### config.mk
export PLATFORM = sky130hd
export DESIGN_NAME = glyph_quad_generator_flat
export DESIGN_NICKNAME = d
export VERILOG_FILES = /design/src/rtl/gqg_pkg.sv /design/src/rtl/gqg_channels.sv /design/src/rtl/gqg_scale.sv /design/src/rtl/gqg_place.sv /design/src/rtl/gqg_emit.sv /design/src/rtl/glyph_quad_generator.sv /design/src/flat_wrapper.sv
export VERILOG_INCLUDE_DIRS = /design/src /design/src/rtl
export SDC_FILE = /design/constraint.sdc
export NUM_CORES = 2
export LEC_CHECK = 0
export ABC_AREA = 1
export BUFFER_PORTS_ARGS = -buffer_cell sky130_fd_sc_hd__buf_2
export CORE_MARGIN = 3
export CORE_UTILIZATION = 30
export CTS_BUF_LIST = sky130_fd_sc_hd__clkbuf_4 sky130_fd_sc_hd__clkbuf_8 sky130_fd_sc_hd__clkbuf_16
export DETAILED_ROUTE_END_ITERATION = 8
export HOLD_SLACK_MARGIN = 0.06
export SLEW_MARGIN = 20
export SYNTH_ARGS = -nofsm -noshare
export SYNTH_HDL_FRONTEND = slang
export SYNTH_HIERARCHICAL = 1
export SYNTH_SLANG_ARGS = --single-unit
### constraint.sdc
create_clock -name clk -period 31.2 [get_ports clk]
set_clock_uncertainty 0.05 [all_clocks]
set_input_delay 4.68 -clock clk [delete_from_list [all_inputs] [get_ports clk]]
set_output_delay 4.68 -clock clk [all_outputs]
set_load 0.05 [all_outputs]
### src/rtl/glyph_quad_generator_defines.svh
// Assertion macros used by the glyph quad generator RTL (the emit stage).
`ifndef GLYPH_QUAD_GENERATOR_DEFINES_SVH
`define GLYPH_QUAD_GENERATOR_DEFINES_SVH
`ifndef SYNTHESIS
`define GQG_ASSERT_IMPL(lbl, clk, rst_n, ante, cons) \
  lbl: assert property (@(posedge clk) disable iff (!rst_n) (ante) |-> (cons)) \
    else $error("gqg: same-cycle check failed");
`define GQG_ASSERT_NEXT(lbl, clk, rst_n, ante, cons) \
  lbl: assert property (@(posedge clk) disable iff (!rst_n) (ante) |=> (cons)) \
    else $error("gqg: next-cycle check failed");
`else
`define GQG_ASSERT_IMPL(lbl, clk, rst_n, ante, cons)
`define GQG_ASSERT_NEXT(lbl, clk, rst_n, ante, cons)
`endif
`endif

### src/rtl/gqg_pkg.sv
// Types and constants shared by the glyph quad generator.
`default_nettype none
package gqg_pkg;

  localparam int COORD_W     = 20;
  localparam int CODE_W      = 21;
  localparam int OFFSET_W    = 12;
  localparam int SIZE_W      = 10;
  localparam int TEX_W       = 16;
  localparam int NUMBER_W    = 16;
  localparam int ORIGIN_W    = 16;
  localparam int SPACING_W   = 10;
  localparam int SCALE_W     = 16;
  localparam int SCALE_FRAC  = 12;
  localparam int CFG_INDEX_W = 4;
  localparam int CFG_DATA_W  = 20;
  localparam int PROD_W      = OFFSET_W + SCALE_W + 1;

  localparam logic [CODE_W-1:0] CODE_NEWLINE = 21'd10;
  localparam logic [CODE_W-1:0] CODE_RETURN  = 21'd13;

  localparam logic signed [COORD_W-1:0] COORD_MAX = 20'sh7FFFF;
  localparam logic signed [COORD_W-1:0] COORD_MIN = 20'sh80000;

  localparam logic [CFG_INDEX_W-1:0] REG_ORIGIN_X     = 4'd0;
  localparam logic [CFG_INDEX_W-1:0] REG_ORIGIN_Y     = 4'd1;
  localparam logic [CFG_INDEX_W-1:0] REG_LINE_SPACING = 4'd2;
  localparam logic [CFG_INDEX_W-1:0] REG_GLYPH_SCALE  = 4'd3;
  localparam logic [CFG_INDEX_W-1:0] REG_CLIP_LEFT    = 4'd4;
  localparam logic [CFG_INDEX_W-1:0] REG_CLIP_TOP     = 4'd5;
  localparam logic [CFG_INDEX_W-1:0] REG_CLIP_RIGHT   = 4'd6;
  localparam logic [CFG_INDEX_W-1:0] REG_CLIP_BOTTOM  = 4'd7;

  typedef enum logic [1:0] {
    CORNER_PEN      = 2'd0,
    CORNER_UP       = 2'd1,
    CORNER_UP_RIGHT = 2'd2,
    CORNER_RIGHT    = 2'd3
  } corner_t;

  typedef struct packed {
    logic [CODE_W-1:0]          code_point;
    logic signed [OFFSET_W-1:0] offset_x;
    logic signed [OFFSET_W-1:0] offset_y;
    logic [SIZE_W-1:0]          glyph_width;
    logic [SIZE_W-1:0]          glyph_height;
    logic [SIZE_W-1:0]          advance;
    logic [TEX_W-1:0]           tex_u0;
    logic [TEX_W-1:0]           tex_v0;
    logic [TEX_W-1:0]           tex_u1;
    logic [TEX_W-1:0]           tex_v1;
    logic                       last_glyph;
  } glyph_t;

  typedef struct packed {
    logic signed [COORD_W-1:0] vertex_x;
    logic signed [COORD_W-1:0] vertex_y;
    logic [TEX_W-1:0]          vertex_u;
    logic [TEX_W-1:0]          vertex_v;
    logic [NUMBER_W-1:0]       vertex_number;
    logic [1:0]                corner;
    logic                      quad_done;
  } vertex_t;

  typedef struct packed {
    logic newline;
    logic carriage;
    logic last;
  } item_ctl_t;

  typedef struct packed {
    logic [TEX_W-1:0] u0;
    logic [TEX_W-1:0] v0;
    logic [TEX_W-1:0] u1;
    logic [TEX_W-1:0] v1;
  } tex_t;

  typedef struct packed {
    logic signed [COORD_W-1:0] x0;
    logic signed [COORD_W-1:0] x1;
    logic signed [COORD_W-1:0] y0;
    logic signed [COORD_W-1:0] y1;
    tex_t                      tex;
  } quad_t;

  typedef struct packed {
    logic signed [ORIGIN_W-1:0] origin_x;
    logic signed [ORIGIN_W-1:0] origin_y;
    logic [SPACING_W-1:0]       line_spacing;
    logic [SCALE_W-1:0]         glyph_scale;
    logic signed [COORD_W-1:0]  clip_left;
    logic signed [COORD_W-1:0]  clip_top;
    logic signed [COORD_W-1:0]  clip_right;
    logic signed [COORD_W-1:0]  clip_bottom;
  } cfg_t;

endpackage
`default_nettype wire

### src/rtl/gqg_channels.sv
// Handshake channel interfaces for glyphs, vertices and register writes.
`default_nettype none
interface gqg_glyph_if import gqg_pkg::*; ();
  logic   valid;
  logic   ready;
  glyph_t data;
  modport source (output valid, output data, input ready);
  modport sink (input valid, input data, output ready);
endinterface

interface gqg_vertex_if import gqg_pkg::*; ();
  logic    valid;
  logic    ready;
  vertex_t data;
  modport source (output valid, output data, input ready);
  modport sink (input valid, input data, output ready);
endinterface

interface gqg_cfg_if import gqg_pkg::*; ();
  logic                   valid;
  logic                   ready;
  logic [CFG_INDEX_W-1:0] index;
  logic [CFG_DATA_W-1:0]  data;
  modport source (output valid, output index, output data, input ready);
  modport sink (input valid, input index, input data, output ready);
endinterface
`default_nettype wire

### src/rtl/gqg_scale.sv
// Scaling stage: converts glyph metrics from font pixels to subpixel units.
`default_nettype none
module gqg_scale import gqg_pkg::*; #(
  parameter int SUBPIXEL_BITS = 4,
  localparam int SHIFT = SCALE_FRAC - SUBPIXEL_BITS,
  localparam int SCALED_W = PROD_W - SHIFT
) (
  input  logic                       clk,
  input  logic                       rst_n,
  input  logic [SCALE_W-1:0]         glyph_scale,
  input  logic                       up_valid,
  output logic                       up_ready,
  input  glyph_t                     glyph,
  output logic                       dn_valid,
  input  logic                       dn_ready,
  output logic signed [SCALED_W-1:0] off_x,
  output logic signed [SCALED_W-1:0] off_y,
  output logic signed [SCALED_W-1:0] size_x,
  output logic signed [SCALED_W-1:0] size_y,
  output logic signed [SCALED_W-1:0] adv,
  output item_ctl_t                  ctl,
  output tex_t                       tex
);

  localparam logic signed [PROD_W-1:0] ROUND = PROD_W'(64'd1 << (SHIFT - 1));

  logic signed [SCALE_W:0]        scale_s;
  logic signed [PROD_W-1:0]       p_ox, p_oy, p_sx, p_sy, p_adv;
  logic signed [PROD_W-1:0]       r_ox, r_oy, r_sx, r_sy, r_adv;
  logic                           valid_r, valid_nxt;
  logic signed [SCALED_W-1:0]     off_x_r, off_y_r, size_x_r, size_y_r, adv_r;
  item_ctl_t                      ctl_r, ctl_nxt;
  tex_t                           tex_r, tex_nxt;
  logic                           load;

  assign scale_s = $signed({1'b0, glyph_scale});
  assign p_ox  = glyph.offset_x * scale_s;
  assign p_oy  = glyph.offset_y * scale_s;
  assign p_sx  = $signed({1'b0, glyph.glyph_width}) * scale_s;
  assign p_sy  = $signed({1'b0, glyph.glyph_height}) * scale_s;
  assign p_adv = $signed({1'b0, glyph.advance}) * scale_s;

  // Round half up, then an arithmetic shift floors toward minus infinity.
  assign r_ox  = p_ox + ROUND;
  assign r_oy  = p_oy + ROUND;
  assign r_sx  = p_sx + ROUND;
  assign r_sy  = p_sy + ROUND;
  assign r_adv = p_adv + ROUND;

  assign ctl_nxt.newline  = (glyph.code_point == CODE_NEWLINE);
  assign ctl_nxt.carriage = (glyph.code_point == CODE_RETURN);
  assign ctl_nxt.last     = glyph.last_glyph;
  assign tex_nxt.u0       = glyph.tex_u0;
  assign tex_nxt.v0       = glyph.tex_v0;
  assign tex_nxt.u1       = glyph.tex_u1;
  assign tex_nxt.v1       = glyph.tex_v1;

  assign up_ready  = !valid_r || dn_ready;
  assign load      = up_valid && up_ready;
  assign valid_nxt = up_ready ? up_valid : valid_r;

  always_ff @(posedge clk) begin
    if (!rst_n) begin
      valid_r <= 1'b0;
    end else begin
      valid_r <= valid_nxt;
    end
  end

  always_ff @(posedge clk) begin
    if (load) begin
      off_x_r  <= r_ox[PROD_W-1:SHIFT];
      off_y_r  <= r_oy[PROD_W-1:SHIFT];
      size_x_r <= r_sx[PROD_W-1:SHIFT];
      size_y_r <= r_sy[PROD_W-1:SHIFT];
      adv_r    <= r_adv[PROD_W-1:SHIFT];
      ctl_r    <= ctl_nxt;
      tex_r    <= tex_nxt;
    end
  end

  assign dn_valid = valid_r;
  assign off_x    = off_x_r;
  assign off_y    = off_y_r;
  assign size_x   = size_x_r;
  assign size_y   = size_y_r;
  assign adv      = adv_r;
  assign ctl      = ctl_r;
  assign tex      = tex_r;

endmodule
`default_nettype wire

### src/rtl/gqg_place.sv
// Placement stage: pen state, glyph box, scissor test and vertex counter.
`default_nettype none
module gqg_place import gqg_pkg::*; #(
  parameter int SUBPIXEL_BITS = 4,
  parameter int INDEX_BITS = 16,
  localparam int SCALED_W = PROD_W - (SCALE_FRAC - SUBPIXEL_BITS)
) (
  input  logic                       clk,
  input  logic                       rst_n,
  input  cfg_t                       cfg,
  input  logic                       up_valid,
  output logic                       up_ready,
  input  logic signed [SCALED_W-1:0] off_x,
  input  logic signed [SCALED_W-1:0] off_y,
  input  logic signed [SCALED_W-1:0] size_x,
  input  logic signed [SCALED_W-1:0] size_y,
  input  logic signed [SCALED_W-1:0] adv,
  input  item_ctl_t                  ctl,
  input  tex_t                       tex,
  output logic                       dn_valid,
  input  logic                       dn_ready,
  output quad_t                      quad,
  output logic [INDEX_BITS-1:0]      number_base
);

  localparam int WIDE_W = ((SCALED_W > COORD_W) ? SCALED_W : COORD_W) + 2;
  localparam logic signed [WIDE_W-1:0] WIDE_MAX = WIDE_W'(COORD_MAX);
  localparam logic signed [WIDE_W-1:0] WIDE_MIN = WIDE_W'(COORD_MIN);

  function automatic logic signed [COORD_W-1:0] sat_coord(
    input logic signed [WIDE_W-1:0] v
  );
    logic signed [COORD_W-1:0] r;
    if (v > WIDE_MAX) begin
      r = COORD_MAX;
    end else if (v < WIDE_MIN) begin
      r = COORD_MIN;
    end else begin
      r = v[COORD_W-1:0];
    end
    return r;
  endfunction

  logic signed [COORD_W-1:0]  pen_col_r, pen_col_nxt;
  logic signed [COORD_W-1:0]  pen_row_r, pen_row_nxt;
  logic                       restart_r, restart_nxt;
  logic [INDEX_BITS-1:0]      counter_r, counter_nxt;

  logic signed [WIDE_W-1:0]   origin_x_w, origin_y_w, spacing_w;
  logic signed [COORD_W-1:0]  origin_col, origin_row;
  logic signed [COORD_W-1:0]  pen_col_eff, pen_row_eff;
  logic signed [WIDE_W-1:0]   px, py, x1, y0;
  logic                       is_glyph, visible, fire;

  assign origin_x_w  = WIDE_W'(cfg.origin_x);
  assign origin_y_w  = WIDE_W'(cfg.origin_y);
  assign spacing_w   = WIDE_W'($signed({1'b0, cfg.line_spacing}));
  assign origin_col  = sat_coord(origin_x_w <<< SUBPIXEL_BITS);
  assign origin_row  = sat_coord(origin_y_w <<< SUBPIXEL_BITS);

  assign pen_col_eff = restart_r ? origin_col : pen_col_r;
  assign pen_row_eff = restart_r ? origin_row : pen_row_r;

  assign px = WIDE_W'(pen_col_eff) + WIDE_W'(off_x);
  assign py = WIDE_W'(pen_row_eff) + WIDE_W'(off_y);
  assign x1 = px + WIDE_W'(size_x);
  assign y0 = py - WIDE_W'(size_y);

  assign is_glyph = !ctl.newline && !ctl.carriage;
  assign visible  = is_glyph
                    && (px < WIDE_W'(cfg.clip_right)) && (x1 > WIDE_W'(cfg.clip_left))
                    && (y0 < WIDE_W'(cfg.clip_bottom)) && (py > WIDE_W'(cfg.clip_top));

  assign dn_valid = up_valid && visible;
  assign up_ready = !visible || dn_ready;
  assign fire     = up_valid && up_ready;

  always_comb begin
    pen_col_nxt = pen_col_r;
    pen_row_nxt = pen_row_r;
    restart_nxt = restart_r;
    counter_nxt = counter_r;
    if (fire) begin
      restart_nxt = ctl.last;
      if (ctl.newline) begin
        pen_col_nxt = origin_col;
        pen_row_nxt = sat_coord(WIDE_W'(pen_row_eff) + (spacing_w <<< SUBPIXEL_BITS));
      end else if (ctl.carriage) begin
        pen_col_nxt = pen_col_eff;
        pen_row_nxt = pen_row_eff;
      end else begin
        pen_col_nxt = sat_coord(WIDE_W'(pen_col_eff) + WIDE_W'(adv));
        pen_row_nxt = pen_row_eff;
        if (visible) begin
          counter_nxt = counter_r + INDEX_BITS'(4);
        end
      end
    end
  end

  always_ff @(posedge clk) begin
    if (!rst_n) begin
      pen_col_r <= '0;
      pen_row_r <= '0;
      restart_r <= 1'b1;
      counter_r <= '0;
    end else begin
      pen_col_r <= pen_col_nxt;
      pen_row_r <= pen_row_nxt;
      restart_r <= restart_nxt;
      counter_r <= counter_nxt;
    end
  end

  assign quad.x0      = sat_coord(px);
  assign quad.x1      = sat_coord(x1);
  assign quad.y0      = sat_coord(y0);
  assign quad.y1      = sat_coord(py);
  assign quad.tex     = tex;
  assign number_base  = counter_r;

endmodule
`default_nettype wire

### src/rtl/gqg_emit.sv
// Quad register and corner sequencer that sends four vertices per quad.
`default_nettype none
`include "glyph_quad_generator_defines.svh"
module gqg_emit import gqg_pkg::*; #(
  parameter int INDEX_BITS = 16
) (
  input  logic                  clk,
  input  logic                  rst_n,
  input  logic                  up_valid,
  output logic                  up_ready,
  input  quad_t                 quad,
  input  logic [INDEX_BITS-1:0] number_base,
  gqg_vertex_if.source          out_vertex
);

  localparam int NUM_EXT_W = (INDEX_BITS > NUMBER_W) ? INDEX_BITS : NUMBER_W;

  logic                  quad_valid_r, quad_valid_nxt;
  quad_t                 quad_r;
  logic [INDEX_BITS-1:0] base_r;
  corner_t               corner_r, corner_nxt;
  logic                  load, xfer, last_xfer;
  logic [INDEX_BITS-1:0] num_w;
  logic [NUM_EXT_W-1:0]  num_ext;

  assign xfer      = quad_valid_r && out_vertex.ready;
  assign last_xfer = xfer && (corner_r == CORNER_RIGHT);
  assign up_ready  = !quad_valid_r || last_xfer;
  assign load      = up_valid && up_ready;

  always_comb begin
    quad_valid_nxt = quad_valid_r;
    corner_nxt     = corner_r;
    if (xfer) begin
      corner_nxt = corner_t'(corner_r + 2'd1);
    end
    if (load) begin
      quad_valid_nxt = 1'b1;
    end else if (last_xfer) begin
      quad_valid_nxt = 1'b0;
    end
  end

  always_ff @(posedge clk) begin
    if (!rst_n) begin
      quad_valid_r <= 1'b0;
      corner_r     <= CORNER_PEN;
    end else begin
      quad_valid_r <= quad_valid_nxt;
      corner_r     <= corner_nxt;
    end
  end

  always_ff @(posedge clk) begin
    if (load) begin
      quad_r <= quad;
      base_r <= number_base;
    end
  end

  assign num_w   = base_r + INDEX_BITS'(corner_r);
  assign num_ext = NUM_EXT_W'(num_w);

  always_comb begin
    out_vertex.data.vertex_number = num_ext[NUMBER_W-1:0];
    out_vertex.data.corner        = corner_r;
    out_vertex.data.quad_done     = (corner_r == CORNER_RIGHT);
    unique case (corner_r)
      CORNER_PEN: begin
        out_vertex.data.vertex_x = quad_r.x0;
        out_vertex.data.vertex_y = quad_r.y1;
        out_vertex.data.vertex_u = quad_r.tex.u0;
        out_vertex.data.vertex_v = quad_r.tex.v0;
      end
      CORNER_UP: begin
        out_vertex.data.vertex_x = quad_r.x0;
        out_vertex.data.vertex_y = quad_r.y0;
        out_vertex.data.vertex_u = quad_r.tex.u0;
        out_vertex.data.vertex_v = quad_r.tex.v1;
      end
      CORNER_UP_RIGHT: begin
        out_vertex.data.vertex_x = quad_r.x1;
        out_vertex.data.vertex_y = quad_r.y0;
        out_vertex.data.vertex_u = quad_r.tex.u1;
        out_vertex.data.vertex_v = quad_r.tex.v1;
      end
      default: begin
        out_vertex.data.vertex_x = quad_r.x1;
        out_vertex.data.vertex_y = quad_r.y1;
        out_vertex.data.vertex_u = quad_r.tex.u1;
        out_vertex.data.vertex_v = quad_r.tex.v0;
      end
    endcase
  end

  assign out_vertex.valid = quad_valid_r;

  `GQG_ASSERT_NEXT(a_quad_not_broken, clk, rst_n, xfer && corner_r != CORNER_RIGHT, quad_valid_r)
  `GQG_ASSERT_NEXT(a_load_starts_at_pen, clk, rst_n, load, quad_valid_r && corner_r == CORNER_PEN)
  `GQG_ASSERT_NEXT(a_number_steps, clk, rst_n, xfer && corner_r != CORNER_RIGHT, num_w == $past(num_w) + INDEX_BITS'(1))

endmodule
`default_nettype wire

### src/rtl/glyph_quad_generator.sv
// Top level of the glyph quad generator: registers, input stage and pipeline.
//
// Usage: glyphs arrive on in_glyph, one per transfer, with their font metrics
// and texture rectangle. Each visible glyph leaves as four vertex transfers on
// out_vertex (corners pen, up, up-right, right), the last one with quad_done
// set. Newlines and glyphs outside the scissor produce no vertices but still
// move the pen; carriage returns produce none and leave the pen where it is.
// Registers are written through cfg_wr, which is always ready, and must only
// change while the block is idle. An input transfer reaches its first vertex
// through the input register, the scaling register and the quad register,
// with placement done in the logic in front of the quad register. A visible
// glyph occupies the quad register until its four vertices are taken, so
// visible text is paced by the single vertex output port; glyphs without
// vertices pass at one per cycle when no visible glyph ahead of them waits.
// Reset restores the register defaults, clears the pen and the vertex index,
// and makes the next glyph start from the origin. When the receiver stalls,
// the current vertex holds and the pipeline fills and then drops in_ready.
`default_nettype none
module glyph_quad_generator import gqg_pkg::*; #(
  parameter int SUBPIXEL_BITS = 4,
  parameter int INDEX_BITS = 16
) (
  input  logic         clk,
  input  logic         rst_n,
  gqg_cfg_if.sink      cfg_wr,
  gqg_glyph_if.sink    in_glyph,
  gqg_vertex_if.source out_vertex
);

  localparam int SCALED_W = PROD_W - (SCALE_FRAC - SUBPIXEL_BITS);

  cfg_t   cfg_r, cfg_nxt;
  logic   in_valid_r, in_valid_nxt;
  glyph_t in_data_r;
  logic   in_load;

  logic                       scale_ready;
  logic                       s_valid, s_ready;
  logic signed [SCALED_W-1:0] s_off_x, s_off_y, s_size_x, s_size_y, s_adv;
  item_ctl_t                  s_ctl;
  tex_t                       s_tex;

  logic                  p_valid, p_ready;
  quad_t                 p_quad;
  logic [INDEX_BITS-1:0] p_base;

  assign cfg_wr.ready = 1'b1;

  always_comb begin
    cfg_nxt = cfg_r;
    if (cfg_wr.valid) begin
      unique case (cfg_wr.index)
        REG_ORIGIN_X:     cfg_nxt.origin_x     = cfg_wr.data[ORIGIN_W-1:0];
        REG_ORIGIN_Y:     cfg_nxt.origin_y     = cfg_wr.data[ORIGIN_W-1:0];
        REG_LINE_SPACING: cfg_nxt.line_spacing = cfg_wr.data[SPACING_W-1:0];
        REG_GLYPH_SCALE:  cfg_nxt.glyph_scale  = cfg_wr.data[SCALE_W-1:0];
        REG_CLIP_LEFT:    cfg_nxt.clip_left    = cfg_wr.data[COORD_W-1:0];
        REG_CLIP_TOP:     cfg_nxt.clip_top     = cfg_wr.data[COORD_W-1:0];
        REG_CLIP_RIGHT:   cfg_nxt.clip_right   = cfg_wr.data[COORD_W-1:0];
        REG_CLIP_BOTTOM:  cfg_nxt.clip_bottom  = cfg_wr.data[COORD_W-1:0];
        default:          cfg_nxt = cfg_r;
      endcase
    end
  end

  always_ff @(posedge clk) begin
    if (!rst_n) begin
      cfg_r.origin_x     <= '0;
      cfg_r.origin_y     <= '0;
      cfg_r.line_spacing <= 10'd16;
      cfg_r.glyph_scale  <= 16'd4096;
      cfg_r.clip_left    <= '0;
      cfg_r.clip_top     <= '0;
      cfg_r.clip_right   <= COORD_MAX;
      cfg_r.clip_bottom  <= COORD_MAX;
    end else begin
      cfg_r <= cfg_nxt;
    end
  end

  assign in_glyph.ready = !in_valid_r || scale_ready;
  assign in_load        = in_glyph.valid && in_glyph.ready;
  assign in_valid_nxt   = in_glyph.ready ? in_glyph.valid : in_valid_r;

  always_ff @(posedge clk) begin
    if (!rst_n) begin
      in_valid_r <= 1'b0;
    end else begin
      in_valid_r <= in_valid_nxt;
    end
  end

  always_ff @(posedge clk) begin
    if (in_load) begin
      in_data_r <= in_glyph.data;
    end
  end

  gqg_scale #(
    .SUBPIXEL_BITS(SUBPIXEL_BITS)
  ) u_scale (
    .clk         (clk),
    .rst_n       (rst_n),
    .glyph_scale (cfg_r.glyph_scale),
    .up_valid    (in_valid_r),
    .up_ready    (scale_ready),
    .glyph       (in_data_r),
    .dn_valid    (s_valid),
    .dn_ready    (s_ready),
    .off_x       (s_off_x),
    .off_y       (s_off_y),
    .size_x      (s_size_x),
    .size_y      (s_size_y),
    .adv         (s_adv),
    .ctl         (s_ctl),
    .tex         (s_tex)
  );

  gqg_place #(
    .SUBPIXEL_BITS(SUBPIXEL_BITS),
    .INDEX_BITS   (INDEX_BITS)
  ) u_place (
    .clk         (clk),
    .rst_n       (rst_n),
    .cfg         (cfg_r),
    .up_valid    (s_valid),
    .up_ready    (s_ready),
    .off_x       (s_off_x),
    .off_y       (s_off_y),
    .size_x      (s_size_x),
    .size_y      (s_size_y),
    .adv         (s_adv),
    .ctl         (s_ctl),
    .tex         (s_tex),
    .dn_valid    (p_valid),
    .dn_ready    (p_ready),
    .quad        (p_quad),
    .number_base (p_base)
  );

  gqg_emit #(
    .INDEX_BITS(INDEX_BITS)
  ) u_emit (
    .clk         (clk),
    .rst_n       (rst_n),
    .up_valid    (p_valid),
    .up_ready    (p_ready),
    .quad        (p_quad),
    .number_base (p_base),
    .out_vertex  (out_vertex)
  );

endmodule
`default_nettype wire

### src/flat_wrapper.sv
// flat-port wrapper written by rule: the top's interface ports become plain ports
module glyph_quad_generator_flat import gqg_pkg::*;
#(
  parameter int SUBPIXEL_BITS = 4,
  parameter int INDEX_BITS = 16
)
  (clk, rst_n, cfg_wr_valid, cfg_wr_index, cfg_wr_data, cfg_wr_ready, in_glyph_valid, in_glyph_data, in_glyph_ready, out_vertex_valid, out_vertex_data, out_vertex_ready);
  gqg_cfg_if cfg_wr_i ();
  gqg_glyph_if in_glyph_i ();
  gqg_vertex_if out_vertex_i ();
  input  logic clk;
  input  logic rst_n;
  input wire logic [$bits(cfg_wr_i.valid)-1:0] cfg_wr_valid;
  input wire logic [$bits(cfg_wr_i.index)-1:0] cfg_wr_index;
  input wire logic [$bits(cfg_wr_i.data)-1:0] cfg_wr_data;
  output wire logic [$bits(cfg_wr_i.ready)-1:0] cfg_wr_ready;
  input wire logic [$bits(in_glyph_i.valid)-1:0] in_glyph_valid;
  input wire logic [$bits(in_glyph_i.data)-1:0] in_glyph_data;
  output wire logic [$bits(in_glyph_i.ready)-1:0] in_glyph_ready;
  output wire logic [$bits(out_vertex_i.valid)-1:0] out_vertex_valid;
  output wire logic [$bits(out_vertex_i.data)-1:0] out_vertex_data;
  input wire logic [$bits(out_vertex_i.ready)-1:0] out_vertex_ready;
  assign cfg_wr_i.valid = cfg_wr_valid;
  assign cfg_wr_i.index = cfg_wr_index;
  assign cfg_wr_i.data = cfg_wr_data;
  assign cfg_wr_ready = cfg_wr_i.ready;
  assign in_glyph_i.valid = in_glyph_valid;
  assign in_glyph_i.data = in_glyph_data;
  assign in_glyph_ready = in_glyph_i.ready;
  assign out_vertex_valid = out_vertex_i.valid;
  assign out_vertex_data = out_vertex_i.data;
  assign out_vertex_i.ready = out_vertex_ready;
  glyph_quad_generator #(.SUBPIXEL_BITS(SUBPIXEL_BITS), .INDEX_BITS(INDEX_BITS)) u_core (.clk(clk), .rst_n(rst_n), .cfg_wr(cfg_wr_i), .in_glyph(in_glyph_i), .out_vertex(out_vertex_i));
endmodule
== Yosys cells after proc, flatten, opt, wreduce, memory -nomap -nowiden ==
Index checks and enable logic that the tools add are counted.
Operators by class
  add/subtract/negate cells: 14
  multipliers: 5
  order comparisons: 20
  equal/unequal tests: 12
  muxes and demuxes: 20
  bitwise gates (word level): 2
  reduce and logical (&&, ||, !) cells: 34
Operator list (count)
  20-bit two-way mux: 17
  72-bit case mux with 3 select lines: 1
  26-bit by 8-bit adder with 27-bit output, second input constant: 3
  10-bit by 16-bit multiplier with 26-bit output: 3
  29-bit by 9-bit adder with 29-bit output, second input constant: 2
  12-bit by 17-bit multiplier with 29-bit output: 2
  23-bit by 20-bit greater-than comparator with 1-bit output, second input constant: 2
  23-bit by 20-bit less-than comparator with 1-bit output, second input constant: 2
  20-bit by 21-bit adder with 22-bit output: 2
  22-bit by 20-bit greater-than comparator with 1-bit output, second input constant: 2
  22-bit by 20-bit less-than comparator with 1-bit output, second input constant: 2
  21-bit by 4-bit equality test with 1-bit output, second input constant: 2
  21-bit by 20-bit greater-than comparator with 1-bit output, second input constant: 2
  21-bit by 20-bit less-than comparator with 1-bit output, second input constant: 2
  20-bit greater-than comparator, second input constant: 2
  20-bit less-than comparator, second input constant: 2
  22-bit by 20-bit adder with 23-bit output: 1
  23-bit by 20-bit greater-than comparator with 1-bit output: 1
  23-bit by 20-bit less-than comparator with 1-bit output: 1
  22-bit by 20-bit subtractor with 23-bit output: 1
  22-bit by 20-bit greater-than comparator with 1-bit output: 1
  22-bit by 20-bit less-than comparator with 1-bit output: 1
  20-bit by 15-bit adder with 21-bit output: 1
  20-bit by 20-bit adder with 21-bit output: 1
  18 further kinds: 51
Storage, ports and cells
  flip-flop bits (word level): 666
  output and inout bits: 94

== Logic depth before layout (Yosys ltp) ==
  depth in word-level cells: 15
  gate-level depth with buffers: 45
  depth with buffers taken out: 42

== Modules after synthesis ==
The synthesis kept the hierarchy.
Modules (own cells, without submodules)
  gqg_scale: times used 1, cells an instance 4751, area an instance 36543.8 um2
  gqg_place: times used 1, cells an instance 2194, area an instance 13081.3 um2
  glyph_quad_generator: times used 1, cells an instance 918, area an instance 9623.0 um2
  gqg_emit: times used 1, cells an instance 509, area an instance 6832.8 um2

== Worst setup path after synthesis ==
No wires, ideal clock.
  path type: register -> register
  start: register u_core.u_place.restart_r
  end: register u_core.u_scale.adv_r[0] (netlist: u_core/u_scale/adv[0]) (enable)
  arrival time: 13269 ps
  required time: 30404 ps
  path slack: 17135 ps
  stages on the path, launching flop included: 40
  period minus slack after synthesis: 14065 ps
  cell sequence: dfxtp_1 inv_2 buf_6 buf_4 clkbuf_1 clkbuf_1 nand2_1 nand2_1 ha_1 a21oi_1 o21ai_0 a21oi_1 nand2_1 a31oi_1 o21ai_0 xor2_1 ha_1 nand2_1 [... 4 more ...] nand3_1 o211ai_1 a21oi_1 nand2_1 o21ai_0 ha_1 nand2_1 nor2_1 and2_1 and2_1 nand2_1 nand3_1 nand2_1 inv_1 nor2_1 nand4_1 inv_1 a21oi_1
On the way
  longest elaborated chain between the ends: 11
  elaborated cells on any way between the ends: 18
  classes of those cells: add/sub (4); order compare (4); mux (2); reduce/logical (8)
Ends and longest elaborated chain
  start, declared: RTL line gqg_place.sv:46  | logic restart_r, restart_nxt;
  start signal, assigned: RTL line gqg_place.sv:110  | restart_r <= restart_nxt;
  20-bit two-way mux: RTL line gqg_place.sv:61  | assign pen_col_eff = restart_r ? origin_col : pen_col_r;
  20-bit by 21-bit adder with 22-bit output: RTL line gqg_place.sv:64  | assign px = WIDE_W'(pen_col_eff) + WIDE_W'(off_x);
  22-bit by 20-bit adder with 23-bit output / 22-bit by 20-bit less-than comparator with 1-bit output (equally long branches): RTL line gqg_place.sv:66, gqg_place.sv:71
  23-bit by 20-bit greater-than comparator with 1-bit output / 1-bit logical AND (equally long branches): RTL line gqg_place.sv:71  | && (px < WIDE_W'(cfg.clip_right)) && (x1 > WIDE_W'(cfg.clip_left))
  1-bit logical AND: RTL line gqg_place.sv:71
  1-bit logical AND: RTL line gqg_place.sv:72  | && (y0 < WIDE_W'(cfg.clip_bottom)) && (py > WIDE_W'(cfg.clip_top));
  1-bit logical AND (*): RTL line gqg_place.sv:72
  1-bit logical NOT (*): RTL line gqg_place.sv:75  | assign up_ready = !visible || dn_ready;
  1-bit logical OR (*): RTL line gqg_place.sv:75
  via u_core.s_ready: RTL line glyph_quad_generator.sv:38  | logic s_valid, s_ready;
  1-bit logical OR (*): RTL line gqg_scale.sv:58  | assign up_ready = !valid_r || dn_ready;
  1-bit logical AND (*): RTL line gqg_scale.sv:59  | assign load = up_valid && up_ready;
  via u_core.u_scale.load: RTL line gqg_scale.sv:34  | logic load;
  end signal, assigned: RTL line gqg_scale.sv:76  | adv_r <= r_adv[PROD_W-1:SHIFT];
  end, declared: RTL line gqg_scale.sv:31  | logic signed [SCALED_W-1:0] off_x_r, off_y_r, size_x_r, size_y_r, adv_r;
Mark *: on every way through the listed nets, which the timed path passes. The rest lies on a longest branch.
A chain may end at the register's enable or synchronous reset.

== Worst setup path after layout ==
  start: register u_core.u_place.restart_r
  end: output port in_glyph_ready
On the way
  longest elaborated chain between the ends: 11
  elaborated cells on any way between the ends: 18
  classes of those cells: add/sub (4); order compare (4); mux (2); reduce/logical (8)
Ends and longest elaborated chain
  20-bit two-way mux: RTL line gqg_place.sv:61
  20-bit by 21-bit adder with 22-bit output: RTL line gqg_place.sv:64
  22-bit by 20-bit adder with 23-bit output / 22-bit by 20-bit less-than comparator with 1-bit output (equally long branches): RTL line gqg_place.sv:66, gqg_place.sv:71
  23-bit by 20-bit greater-than comparator with 1-bit output / 1-bit logical AND (equally long branches): RTL line gqg_place.sv:71
  1-bit logical AND: RTL line gqg_place.sv:71
  1-bit logical AND: RTL line gqg_place.sv:72
  1-bit logical AND (*): RTL line gqg_place.sv:72
  1-bit logical NOT (*): RTL line gqg_place.sv:75
  1-bit logical OR (*): RTL line gqg_place.sv:75
  via u_core.s_ready: RTL line glyph_quad_generator.sv:38
  1-bit logical OR (*): RTL line gqg_scale.sv:58
  via u_core.scale_ready: RTL line glyph_quad_generator.sv:37  | logic scale_ready;
  1-bit logical OR (*): RTL line glyph_quad_generator.sv:81  | assign in_glyph.ready = !in_valid_r || scale_ready;
  end, declared: RTL line flat_wrapper.sv:19  | output wire logic [$bits(in_glyph_i.ready)-1:0] in_glyph_ready;
Marks and branches as above.

==> results.md <==
* Pwr Density at 44.30 nW/um2
* Final Setup Violations at 0
* Synth warn at 6
* Final max-slew violation count at 0
* Synthesized area at 66080 um2
* Die width at 475.3 um
* Worst-path fanout max at 40
* CP max stage delay at 0.51 ns
* Core Region at 218000 um2
* Port Buf Inserts at between 200 and 300
* Worst EP arrival at 8.36 ns
* Vias in the first global route at 53530
* Critical Path RT at 26.47 ns
* CP Launch Type: register
* H-tree levels at 3
* Via count at 53890
* Simple-gate share of the synthesized area at 22.62%
* Initial drt markers at 4068
* CTS clk-pin slew, worst paths at about 0.07 ns
* Worst setup EP type: output port
* Via/cell ratio at 4.762
* Fillers at 22850
* Status: finished clean
* Final TNS setup at 0 ns
* Met3 GRT Util at 3.338%
* GR peak layer: met2
* Leakage power at about 37 nW
* Met1 GRT Util at between 20% and 30%
* Root cell of the clock tree: clkbuf_16
* Final period utilization at 41.95%
* VDD IR max at about 0.032 mV
* Post-DP HPWL at 159.0 mm
* Register area at 17980 um2
* Headroom to the max-slew limit at between 20% and 30%
* Grt total ovfl at 0
* Largest net degree at the start of global routing at roughly 170
* Worst-margin pin slew at 1.086 ns
* Post-Route WL at 204.6 mm
* Antenna viol nets, final at 0
* Yosys cell types at 65
* Ports at 263
* Post-synthesis mux area share at 0%
* Clk_lat worst skew at 0.71 ns
* CP max-delay cell: inv_2
* Wire per inst at 18.08 um
* Mapped Cells at 8372
* Post-Synth Adder-Cell Area at between 20 and 30%
* Post-synth EDFFs at 466
* Seq cells post-synth at 664
* CTS buffer count at 76
* Clk buf depth at 3
* Period minus WS final at 13.09 ns
* DRC Markers at 0
* Critical path type: reg2out
* Seq/Total Area, Yosys at 27.17%
* Total die area at 225900 um2
* Final nets at 9713
* Power, Total at 3.198 mW
* Initial Util at a little under a third
* Post-synthesis xor/xnor area fraction at between 2 and 3%
* Layout cells sized above 1 at roughly 7.7%
* CTS Hold Bufs at 0
* Max Freq at 76.41 MHz
* Routability Congestion at 0.9040
* Rows at 171
* Largest family of logic cells by synthesized area: adder cells
* Mean Syn Cell Area at 7.893 um2
* Final Hold Violating Endpoints at 0
* Maximum capacitance violations at 0
* Sinks on Clock Net at 664
* DR pass1 iterations at 6
* Multi-input gate area at 39980 um2
* CTS resizes at 0
* Clock tree from TritonCTS: built
* Die Y at 475.3 um
* Synth Flop Type: edfxtp_1
* First-pass GRT wire length at 312.9 mm
* Synth Area in Compound Gates at slightly above 6%
* Hold_ws at about 0.36 ns
* Overall routing resource usage at 17.75%
* Ys async rst share at 0%
* Initial antenna violation count at 28
* Global-route track usage on met2 at 27.84%
* Area Overhead vs Synth at 9.251%
* RSZ-0062 raised after global routing: false
* Postcts setup bufs at 0
* Min-delay worst type: reg2reg
==> final cells by class <==
class                   count  share of cell area (%)
clock buffers             102                   3.045
flip-flops and latches    664                   24.90
clock inverters            40                  0.6898
inverters                1663                   8.648
repair buffers            308                   2.341
diodes                     14                 0.04853
multi-input cells        5672                   55.38
well taps                2854                   4.946
==> worst paths after layout <==
kind | endpoint | startpoint | cells after the start | slack [ns]
setup / recovery | in_glyph_ready | u_core/u_place/restart_r | 38 | 18.11
hold / removal | u_core/u_scale/tex[52] | u_core/in_data_r[53] | 0 | 0.36
setup reg to reg | u_core/in_data_r[70] | u_core/u_place/restart_r | 38 | 21.63
hold reg to reg | u_core/u_scale/tex[52] | u_core/in_data_r[53] | 0 | 0.36
==> cells in the final DEF, fill, tap and decap left out, types with 7 or more instances in the layout <==
master,Yosys,layout
nand2_1,2384,2384
inv_1,1654,1654
fa_1,612,612
ha_1,547,546
nor2_1,514,511
edfxtp_1,466,466
a21oi_1,350,348
nand3_1,316,316
buf_2,32,260
o21ai_0,249,249
dfxtp_1,198,182
xor2_1,123,123
nand4_1,86,86
clkbuf_16,0,80
xnor2_1,76,76
nand3_2,67,67
nor3_1,60,60
buf_4,93,45
nand2_2,32,32
nor2_2,28,30
o21bai_1,28,28
o21ai_1,19,19
nor4_1,18,18
clkbuf_4,0,17
dfxtp_2,0,16
a21boi_0,15,15
nand3b_1,15,15
diode_2,0,14
a21o_1,13,13
a31oi_1,13,13
o21a_1,11,11
clkinv_2,0,10
conb_1,3,9
or2_2,8,9
nor2_4,7,8
and2_1,8,8
clkinv_4,0,7
inv_2,8,7
o211ai_1,7,7
==> stage by stage <==
| stage | cell area, um2 | utilization, % | instances | setup slack (ns) |
|---|---|---|---|---|
| 6_report | 72190 | 33.11 | 11320 | 18.11 |
| 4_1_cts | 72140 | 33.09 | 11300 | 18.05 |
| 5_1_grt | 72160 | 33.10 | 11310 | 17.34 |
| 3_3_place_gp | 69440 | 31.85 | 11160 | 18.71 |
| 2_1_floorplan | 66100 | - | 8378 | 17.13 |
| 3_5_place_dp | 69440 | 31.85 | 11160 | 18.80 |
==> synth_stat cells (76+ instances only) <==
library cell / number / area share [%]
nor2_1: 514 / 2.9
nand4_1: 86 / 0.81
clkbuf_1: 226 / 1.3
inv_1: 1654 / 9.4
edfxtp_1: 466 / 21
ha_1: 547 / 10
nand3_1: 316 / 2.4
nand2_1: 2384 / 14
o21ai_0: 249 / 1.9
dfxtp_1: 198 / 6.0
buf_4: 93 / 1.1
xnor2_1: 76 / 1.0
a21oi_1: 350 / 2.7
fa_1: 612 / 19
xor2_1: 123 / 1.6
==> report_power, final <==
part | leakage, nW | internal (mW) | switching [mW] | total, mW
sequential | 6.01 | 1.03 | 0.0662 | 1.09
combinational | 29.7 | 0.375 | 0.779 | 1.15
clock | 1.33 | 0.549 | 0.403 | 0.952
total | 37.0 | 1.95 | 1.25 | 3.20
==> per-layer routing <==
metal  wire length [um]  vias up  share of wire [%]
met5                116        -              0.057
met4               5478       18                2.7
met3              14190      261                6.9
met2              89060     1673                 44
met1              95740    26130                 47
li1                   -    25810                  -
==> worst max-delay path, delay by kind of cell (launching register included) <==
kind	cells	cell delay [ns]
AOI/OAI and AO/OA	10	1.81
xor gates and xnor gates	2	0.70
adders and majority gates	3	0.91
buffers and inverters	9	1.83
DFF	1	0.31
and+or+nand+nor	14	2.10
==> registers in the layout, summed over array words and instances, names as in the netlist <==
register                        cells
u_core/u_place/restart_r            1
u_core/u_scale/dn_valid             1
u_core/u_scale/off_x               21
u_core/u_place/number_base         14
u_core/cfg_r                      138
u_core/u_place/pen_col_r           20
u_core/u_scale/size_x              19
u_core/in_valid_r                   1
u_core/u_scale/adv                 19
u_core/u_emit/base_r               16
u_core/u_scale/tex                 64
u_core/u_place/pen_row_r           20
u_core/u_emit/out_vertex.valid      1
u_core/u_emit/corner_r              2
u_core/u_scale/ctl                  3
u_core/u_emit/quad_r              144
u_core/u_scale/off_y               21
u_core/u_scale/size_y              19
u_core/in_data_r                  140
==> cells by family (layout without fill, tap and decap cells) <==
family	Yosys count	in the layout
flip-flops	664	664
other	3	23
AND/OR/NAND/NOR	3562	3562
adder cells (fa/ha/maj)	1159	1159
buffers and inverters	2042	2113
AO/OA/AOI/OAI	739	739
XOR/XNOR	203	203
No activity file was read; power rests on OpenSTA's default activity.
